===== config.mk =====
export PLATFORM = sky130hd
export DESIGN_NAME = priority_table_with_promote
export DESIGN_NICKNAME = d
export VERILOG_FILES = /design/src/hw/rtl/ptp_pkg.sv /design/src/hw/rtl/priority_table_with_promote.sv /design/src/hw/rtl/ptp_store.sv /design/src/hw/rtl/ptp_best.sv
export SDC_FILE = /design/constraint.sdc
export NUM_CORES = 2
export LEC_CHECK = 0
export BUFFER_PORTS_ARGS = -buffer_cell sky130_fd_sc_hd__buf_2
export CAP_MARGIN = 20
export CELL_PAD_IN_SITES_DETAIL_PLACEMENT = 0
export CELL_PAD_IN_SITES_GLOBAL_PLACEMENT = 1
export CORE_AREA = 2 2 462 464
export CTS_CLUSTER_SIZE = 14
export DETAILED_ROUTE_END_ITERATION = 7
export DIE_AREA = 0 0 464 466
export HOLD_SLACK_MARGIN = 0.12
export PLACE_DENSITY = 0.59
export REMOVE_ABC_BUFFERS = 1
export SLEW_MARGIN = 20
export SYNTH_ARGS = -nofsm -noshare
export SYNTH_HDL_FRONTEND = slang
export SYNTH_SLANG_ARGS = --single-unit

===== constraint.sdc =====
create_clock -name clk -period 21.4 [get_ports clk]
set_clock_uncertainty 0.1 [all_clocks]
set_input_delay 2.14 -clock clk [delete_from_list [all_inputs] [get_ports clk]]
set_output_delay 2.14 -clock clk [all_outputs]
set_load 0.005 [all_outputs]

===== src/hw/rtl/ptp_pkg.sv =====
package ptp_pkg;

  localparam int DEPTH_DEFAULT = 16;
  localparam int PAYLOAD_BITS  = 32;
  localparam int PRIORITY_BITS = 16;
  localparam int STAMP_BITS    = 32;

  localparam logic [2:0] CMD_ADD     = 3'd0;
  localparam logic [2:0] CMD_PROMOTE = 3'd1;
  localparam logic [2:0] CMD_PEEK    = 3'd2;
  localparam logic [2:0] CMD_POP     = 3'd3;
  localparam logic [2:0] CMD_CHECK   = 3'd4;

  localparam logic [1:0] ST_OK      = 2'd0;
  localparam logic [1:0] ST_FULL    = 2'd1;
  localparam logic [1:0] ST_EMPTY   = 2'd2;
  localparam logic [1:0] ST_BADSLOT = 2'd3;

  typedef struct packed {
    logic [2:0]              command;
    logic [3:0]              slot_id;
    logic [PAYLOAD_BITS-1:0] payload;
  } req_t;

  typedef struct packed {
    logic [1:0]               status;
    logic [3:0]               result_slot;
    logic [PAYLOAD_BITS-1:0]  result_payload;
    logic [PRIORITY_BITS-1:0] result_priority;
    logic                     slot_present;
  } rsp_t;

  typedef struct packed {
    logic [PRIORITY_BITS-1:0] prio;
    logic [STAMP_BITS-1:0]    stamp;
    logic [PAYLOAD_BITS-1:0]  payload;
  } entry_t;

  typedef struct packed {
    logic clear;
    logic sample;
    logic live;
  } best_ctl_t;

endpackage


===== src/hw/rtl/priority_table_with_promote.sv =====
// Priority table of DEPTH slots with add, promote, peek, pop and check
// commands. A command is taken when start is high and busy is low; its one
// result appears for a single cycle with done high and must be captured
// then, as nothing holds it. Add walks the valid bits from slot 0 until it
// finds a free slot or reaches the last one; promote and check of a live
// slot take one entry-memory read, then the write-back or report; an
// invalid slot, a check of a dead slot or an unused code reports with no
// memory read. Peek and pop read every slot through the single read port
// of the entry memory. The result of one command leaves while the next may
// already be taken. Valid bits are flops cleared by reset; the entry memory
// needs no clearing pass.
module priority_table_with_promote #(
  parameter int DEPTH = ptp_pkg::DEPTH_DEFAULT
) (
  input  logic          clk,
  input  logic          rst,
  input  logic          start,
  output logic          busy,
  input  ptp_pkg::req_t request,
  output logic          done,
  output ptp_pkg::rsp_t result
);
  import ptp_pkg::*;

  localparam int IDX_W = $clog2(DEPTH);
  localparam logic [IDX_W-1:0] LAST = IDX_W'(DEPTH - 1);

  localparam logic [2:0] S_IDLE  = 3'd0;
  localparam logic [2:0] S_ADD   = 3'd1;
  localparam logic [2:0] S_RMW   = 3'd2;
  localparam logic [2:0] S_CHECK = 3'd3;
  localparam logic [2:0] S_SCAN  = 3'd4;
  localparam logic [2:0] S_DRAIN = 3'd5;
  localparam logic [2:0] S_DONE  = 3'd6;

  logic [2:0]            state, state_next;
  logic [IDX_W-1:0]      idx, idx_next;
  logic [IDX_W-1:0]      op_idx, op_idx_next;
  logic                  pop, pop_next;
  logic                  pend, pend_next;
  logic [IDX_W-1:0]      pend_idx;
  logic                  pend_live;
  req_t                  req_q;
  logic [DEPTH-1:0]      valid;
  logic [STAMP_BITS-1:0] stamp;
  logic                  done_next;
  rsp_t                  result_next;

  logic                  accept;
  logic                  sid_ok;
  logic [IDX_W-1:0]      sid_idx;
  logic                  sid_live;
  logic                  we;
  logic [IDX_W-1:0]      waddr;
  entry_t                wdata;
  logic [IDX_W-1:0]      raddr;
  entry_t                rdata;
  logic                  set_en, clr_en, stamp_inc;
  logic [IDX_W-1:0]      clr_idx;
  best_ctl_t             best_ctl;
  logic                  found;
  logic [IDX_W-1:0]      best_idx;
  entry_t                best_entry;
  logic [PRIORITY_BITS-1:0] prio_up;

  assign busy     = (state != S_IDLE);
  assign accept   = start && !busy;
  assign sid_ok   = (32'(request.slot_id) < 32'(DEPTH));
  assign sid_idx  = IDX_W'(request.slot_id);
  assign sid_live = sid_ok && valid[sid_idx];
  assign raddr    = (state == S_SCAN) ? idx : sid_idx;
  assign prio_up  = (&rdata.prio) ? rdata.prio : rdata.prio + 1'b1;

  assign best_ctl.clear  = accept;
  assign best_ctl.sample = pend && (state == S_SCAN || state == S_DRAIN);
  assign best_ctl.live   = pend_live;

  ptp_store #(.DEPTH(DEPTH), .IDX_W(IDX_W)) u_store (
    .clk   (clk),
    .we    (we),
    .waddr (waddr),
    .wdata (wdata),
    .raddr (raddr),
    .rdata (rdata)
  );

  ptp_best #(.DEPTH(DEPTH), .IDX_W(IDX_W)) u_best (
    .clk          (clk),
    .rst          (rst),
    .ctl          (best_ctl),
    .sample_idx   (pend_idx),
    .sample_entry (rdata),
    .found        (found),
    .best_idx     (best_idx),
    .best_entry   (best_entry)
  );

  always_comb begin
    state_next  = state;
    idx_next    = idx;
    op_idx_next = op_idx;
    pop_next    = pop;
    pend_next   = 1'b0;
    done_next   = 1'b0;
    result_next = '0;
    we          = 1'b0;
    waddr       = idx;
    wdata       = '0;
    set_en      = 1'b0;
    clr_en      = 1'b0;
    clr_idx     = best_idx;
    stamp_inc   = 1'b0;
    case (state)
      S_IDLE: begin
        if (accept) begin
          case (request.command)
            CMD_ADD: begin
              idx_next   = '0;
              state_next = S_ADD;
            end
            CMD_PROMOTE: begin
              if (sid_live) begin
                op_idx_next = sid_idx;
                state_next  = S_RMW;
              end else begin
                done_next               = 1'b1;
                result_next.status      = ST_BADSLOT;
                result_next.result_slot = request.slot_id;
              end
            end
            CMD_PEEK, CMD_POP: begin
              idx_next   = '0;
              pop_next   = (request.command == CMD_POP);
              state_next = S_SCAN;
            end
            CMD_CHECK: begin
              if (sid_live) begin
                op_idx_next = sid_idx;
                state_next  = S_CHECK;
              end else begin
                done_next               = 1'b1;
                result_next.status      = ST_OK;
                result_next.result_slot = request.slot_id;
              end
            end
            default: begin
              done_next = 1'b1;
            end
          endcase
        end
      end
      S_ADD: begin
        if (!valid[idx]) begin
          we            = 1'b1;
          waddr         = idx;
          wdata.prio    = '0;
          wdata.stamp   = stamp;
          wdata.payload = req_q.payload;
          set_en        = 1'b1;
          stamp_inc     = 1'b1;
          done_next                  = 1'b1;
          result_next.status         = ST_OK;
          result_next.result_slot    = 4'(idx);
          result_next.result_payload = req_q.payload;
          result_next.slot_present   = 1'b1;
          state_next = S_IDLE;
        end else if (idx == LAST) begin
          done_next          = 1'b1;
          result_next.status = ST_FULL;
          state_next         = S_IDLE;
        end else begin
          idx_next = idx + 1'b1;
        end
      end
      S_RMW: begin
        we            = 1'b1;
        waddr         = op_idx;
        wdata         = rdata;
        wdata.prio    = prio_up;
        done_next                   = 1'b1;
        result_next.status          = ST_OK;
        result_next.result_slot     = 4'(op_idx);
        result_next.result_payload  = rdata.payload;
        result_next.result_priority = prio_up;
        result_next.slot_present    = 1'b1;
        state_next = S_IDLE;
      end
      S_CHECK: begin
        done_next                   = 1'b1;
        result_next.status          = ST_OK;
        result_next.result_slot     = 4'(op_idx);
        result_next.result_payload  = rdata.payload;
        result_next.result_priority = rdata.prio;
        result_next.slot_present    = 1'b1;
        state_next = S_IDLE;
      end
      S_SCAN: begin
        pend_next = 1'b1;
        if (idx == LAST) begin
          state_next = S_DRAIN;
        end else begin
          idx_next = idx + 1'b1;
        end
      end
      S_DRAIN: begin
        state_next = S_DONE;
      end
      S_DONE: begin
        done_next = 1'b1;
        if (!found) begin
          result_next.status = ST_EMPTY;
        end else begin
          clr_en                      = pop;
          clr_idx                     = best_idx;
          result_next.status          = ST_OK;
          result_next.result_slot     = 4'(best_idx);
          result_next.result_payload  = best_entry.payload;
          result_next.result_priority = best_entry.prio;
          result_next.slot_present    = !pop;
        end
        state_next = S_IDLE;
      end
      default: begin
        state_next = S_IDLE;
      end
    endcase
  end

  always_ff @(posedge clk) begin
    if (rst) begin
      state <= S_IDLE;
      pend  <= 1'b0;
      done  <= 1'b0;
      valid <= '0;
      stamp <= '0;
    end else begin
      state <= state_next;
      pend  <= pend_next;
      done  <= done_next;
      if (set_en) begin
        valid[idx] <= 1'b1;
      end
      if (clr_en) begin
        valid[clr_idx] <= 1'b0;
      end
      if (stamp_inc) begin
        stamp <= stamp + 1'b1;
      end
    end
  end

  always_ff @(posedge clk) begin
    idx       <= idx_next;
    op_idx    <= op_idx_next;
    pop       <= pop_next;
    pend_idx  <= idx;
    pend_live <= valid[idx];
    result    <= result_next;
    if (accept) begin
      req_q <= request;
    end
  end

endmodule


===== src/hw/rtl/ptp_store.sv =====
module ptp_store #(
  parameter int DEPTH = ptp_pkg::DEPTH_DEFAULT,
  parameter int IDX_W = $clog2(DEPTH)
) (
  input  logic              clk,
  input  logic              we,
  input  logic [IDX_W-1:0]  waddr,
  input  ptp_pkg::entry_t   wdata,
  input  logic [IDX_W-1:0]  raddr,
  output ptp_pkg::entry_t   rdata
);
  import ptp_pkg::*;

  entry_t mem [DEPTH];

  always_ff @(posedge clk) begin
    if (we) begin
      mem[waddr] <= wdata;
    end
    rdata <= mem[raddr];
  end

endmodule


===== src/hw/rtl/ptp_best.sv =====
module ptp_best #(
  parameter int DEPTH = ptp_pkg::DEPTH_DEFAULT,
  parameter int IDX_W = $clog2(DEPTH)
) (
  input  logic                clk,
  input  logic                rst,
  input  ptp_pkg::best_ctl_t  ctl,
  input  logic [IDX_W-1:0]    sample_idx,
  input  ptp_pkg::entry_t     sample_entry,
  output logic                found,
  output logic [IDX_W-1:0]    best_idx,
  output ptp_pkg::entry_t     best_entry
);
  import ptp_pkg::*;

  logic take;

  assign take = ctl.sample && ctl.live &&
                (!found ||
                 sample_entry.prio > best_entry.prio ||
                 (sample_entry.prio == best_entry.prio &&
                  sample_entry.stamp > best_entry.stamp));

  always_ff @(posedge clk) begin
    if (rst || ctl.clear) begin
      found <= 1'b0;
    end else if (take) begin
      found <= 1'b1;
    end
  end

  always_ff @(posedge clk) begin
    if (take) begin
      best_idx   <= sample_idx;
      best_entry <= sample_entry;
    end
  end

endmodule


==> results.sh <==
export IMPL_port_buffers=98
export IMPL_powerDensity_mw_per_mm2=95.6
export IMPL_vias_per_cell=4.88
export IMPL_dp_cells=6632
export IMPL_antenna_found_initial=9
export IMPL_period_needed_ns=6.85
export IMPL_synthFlopType="edfxtp_1"
export IMPL_ys_seq_elements=1599
export IMPL_fmax_mhz=146
export IMPL_clkSlewWorstSetupHoldPaths_ns=0.06
export IMPL_overflow=0
export IMPL_setup_violations=0
export IMPL_arrival_ns=7.42
export IMPL_cp_start_kind="flip-flop"
export IMPL_cp_end_kind="flip-flop"
export IMPL_core_area_sq_mm=0.211
export IMPL_die_area_sq_mm=0.216
export IMPL_async_flop_share=0
export IMPL_grt_start_max_net_pins=156
export IMPL_place_area_sq_mm=0.0670
export IMPL_drv_slew=0
export IMPL_finalCritPeriodShare=0.320
export IMPL_relSlewSlack=0.255
export IMPL_p_leak_nw=24.4
export IMPL_tightest_slew_ns=1.12
export IMPL_post_route_drc_count=0
export IMPL_cts_tree="built"
export IMPL_crit_path_top_delay_cell="buf_4"
export IMPL_ant_nets=0
export IMPL_initial_core_util=0.299
export IMPL_fin_area_sq_mm=0.0727
export IMPL_syn_area_sq_mm=0.0631
export IMPL_finalPower_mw=6.95
export IMPL_worst_setup_path_type="reg -> reg"
export IMPL_path_buf_inv=5
export IMPL_via_count=33900
export IMPL_final_util=0.344
export IMPL_clockBufferDepth=3
export IMPL_die_y_microns=466
export IMPL_cts_sinks=1599
export IMPL_multi_input_area_sq_mm=0.0160
export IMPL_finalWirelength_microns=162000
export IMPL_final_cell_mix="edfxtp_1 (1405), mux2i_1 (490), a21oi_1 (216)"
export IMPL_hold_violations=0
export IMPL_slowest_delay_ns=0.82
export IMPL_postCtsHoldBufs=0
export IMPL_globalplace_congestion=0.750
export IMPL_fill_cells=20100
export IMPL_synth_cells=3875
export IMPL_io_pins=99
export IMPL_cp_cell_sequence="nor3b_2 -> mux2i_4 -> buf_4 -> buf_12 -> buf_4 -> buf_4 -> buf_12 -> mux2i_1 -> mux2_2 -> o22ai_1 -> a221o_1"
export IMPL_hpwl_microns=79900
export IMPL_drv_cap=0
export IMPL_clk_latency_ns=0.80
export IMPL_clockRootBuffer="clkbuf_16"
export IMPL_required_ns=21.97
export IMPL_cp_common_cell="buf_4"
export IMPL_syn_to_final_growth_pct=15.1
export IMPL_layout_drive_gt1_share=0.157
export IMPL_synth_cell_types=55
export IMPL_post_cts_buffers=0
export IMPL_cts_resized=0
export IMPL_fp_dieW_microns=464
export IMPL_num_rows=169
export IMPL_drt_iter0_drc=3041
export IMPL_first_pass_iters=6
export IMPL_finalNetCount=4082
export IMPL_cp_max_fo=155
export IMPL_syn_area_per_cell_sq_um=16.3
export IMPL_path_delay_family="buffers and inverters"
export IMPL_yosysSeqAreaShare=0.730
export IMPL_cts_buffers=172
export IMPL_final_common_cell="edfxtp_1"
export IMPL_grt_use_total=0.146
export IMPL_holdCritPathClass="reg -> reg"
export IMPL_vdd_drop_max_mv=0.0720
export IMPL_cts_max_level=4
export IMPL_seq_area_sq_mm=0.0461
export IMPL_grt_pass1_wl_microns=235000
export IMPL_ys_warn_count=0
export IMPL_status="finished clean"
export IMPL_synth_edf_count=1405
export IMPL_rsz0062_at_grt="false"
export IMPL_avgRoutedWirePerCell_microns=23.3
export IMPL_instances_no_fill=6956
export IMPL_grt_pass1_vias=33400
sequential cells by signal, summed over array words and instances (netlist names):
register           flops
u_best.best_entry     80
u_best.found           1
pend_live              1
valid                 16
req_q                 32
state                  3
result                55
pend_idx               4
stamp                 32
pop                    1
u_store.rdata         80
u_store.mem         1280
u_best.best_idx        4
pend                   1
op_idx                 4
idx                    4
done                   1
stage by stage:
| stage | hold slack (ns) | setup slack (ns) | TNS, ns |
|---|---|---|---|
| 2_1_floorplan | 0.286 | -29.56 | -2360.28 |
| 3_3_place_gp | 0.288 | 13.86 | 0 |
| 3_5_place_dp | 0.289 | 13.78 | 0 |
| 4_1_cts | 0.303 | 14.48 | 0 |
| 5_1_grt | 0.312 | 14.06 | 0 |
| 6_report | 0.304 | 14.55 | 0 |
cell usage after synthesis, types with 7 or more instances:
| cell type | n | area (sq um) |
|---|---|---|
| buf_2 | 56 | 280 |
| mux2_2 | 161 | 1810 |
| mux4_2 | 7 | 158 |
| a221o_1 | 92 | 921 |
| nand4_1 | 20 | 125 |
| a31oi_1 | 8 | 50.1 |
| nand3_1 | 25 | 125 |
| a211oi_1 | 179 | 1340 |
| mux2i_1 | 492 | 4920 |
| xnor2_1 | 39 | 342 |
| and4_1 | 7 | 61.3 |
| edfxtp_1 | 1405 | 42200 |
| nor3_1 | 16 | 80.1 |
| a21oi_1 | 221 | 1110 |
| nand2_1 | 64 | 240 |
| a2111oi_2 | 16 | 240 |
| nor2_1 | 97 | 364 |
| inv_1 | 105 | 394 |
| ha_1 | 54 | 676 |
| a222oi_1 | 35 | 350 |
| dfxtp_1 | 194 | 3880 |
| clkbuf_1 | 167 | 627 |
| a22o_1 | 63 | 552 |
| nor2b_1 | 171 | 1070 |
| o22ai_1 | 81 | 507 |
| o21ai_0 | 15 | 75.1 |
where the power goes:
group          total [mW]  switching (mW)  internal (mW)
Sequential           3.51          0.0622           3.45
Clock                2.93            1.23           1.70
Combinational       0.506           0.315          0.191
path summary, 6_finish.rpt:
| kind | startpoint | endpoint | slack [ns] | cells past startpoint |
|---|---|---|---|---|
| worst min-delay path | pend_idx[0] | u_best.best_idx[0] | 0.30 | 0 |
| worst max-delay path | state[2] | u_store.rdata[18] | 14.55 | 11 |
| worst max register to register | state[2] | u_store.rdata[18] | 14.55 | 11 |
| worst min register to register | pend_idx[0] | u_best.best_idx[0] | 0.30 | 0 |
final cells by class:
class	instances	share of cell area
multi-input cells	1940	0.220
diodes	1	0.0000344
inverters	105	0.00542
well taps	2821	0.0486
clock buffers	249	0.0678
flip-flops and latches	1599	0.634
repair buffers	168	0.0151
clock inverters	73	0.00943
worst reg2reg max path: cells and delay by family (launching register included):
| family | cells | cell delay (ns) |
|---|---|---|
| compound gates | 2 | 0.42 |
| buf+inv | 5 | 3.87 |
| flops | 1 | 0.74 |
| mux | 3 | 0.89 |
| simple gates | 1 | 0.70 |
cell families (layout without fill, tap and decap cells):
| group | after synthesis | count (layout) | synth area share |
|---|---|---|---|
| flops | 1599 | 1599 | 0.730 |
| compound gates | 748 | 748 | 0.0866 |
| mux | 662 | 662 | 0.110 |
| simple gates | 433 | 433 | 0.0362 |
| buf+inv | 336 | 595 | 0.0213 |
| fa+ha+maj | 54 | 54 | 0.0107 |
| xor+xnor | 43 | 43 | 0.00596 |
| other cells | 0 | 1 | 0 |
layer usage:
| metal | vias up | share of wire | track usage |
|---|---|---|---|
| met5 | - | 0 | 0 |
| met4 | 0 | 0.018 | 0.0357 |
| met3 | 190 | 0.047 | 0.0233 |
| met2 | 813 | 0.46 | 0.232 |
| met1 | 17400 | 0.48 | 0.208 |
| li1 | 15500 | - | - |
(Power assumes the default switching activity.)
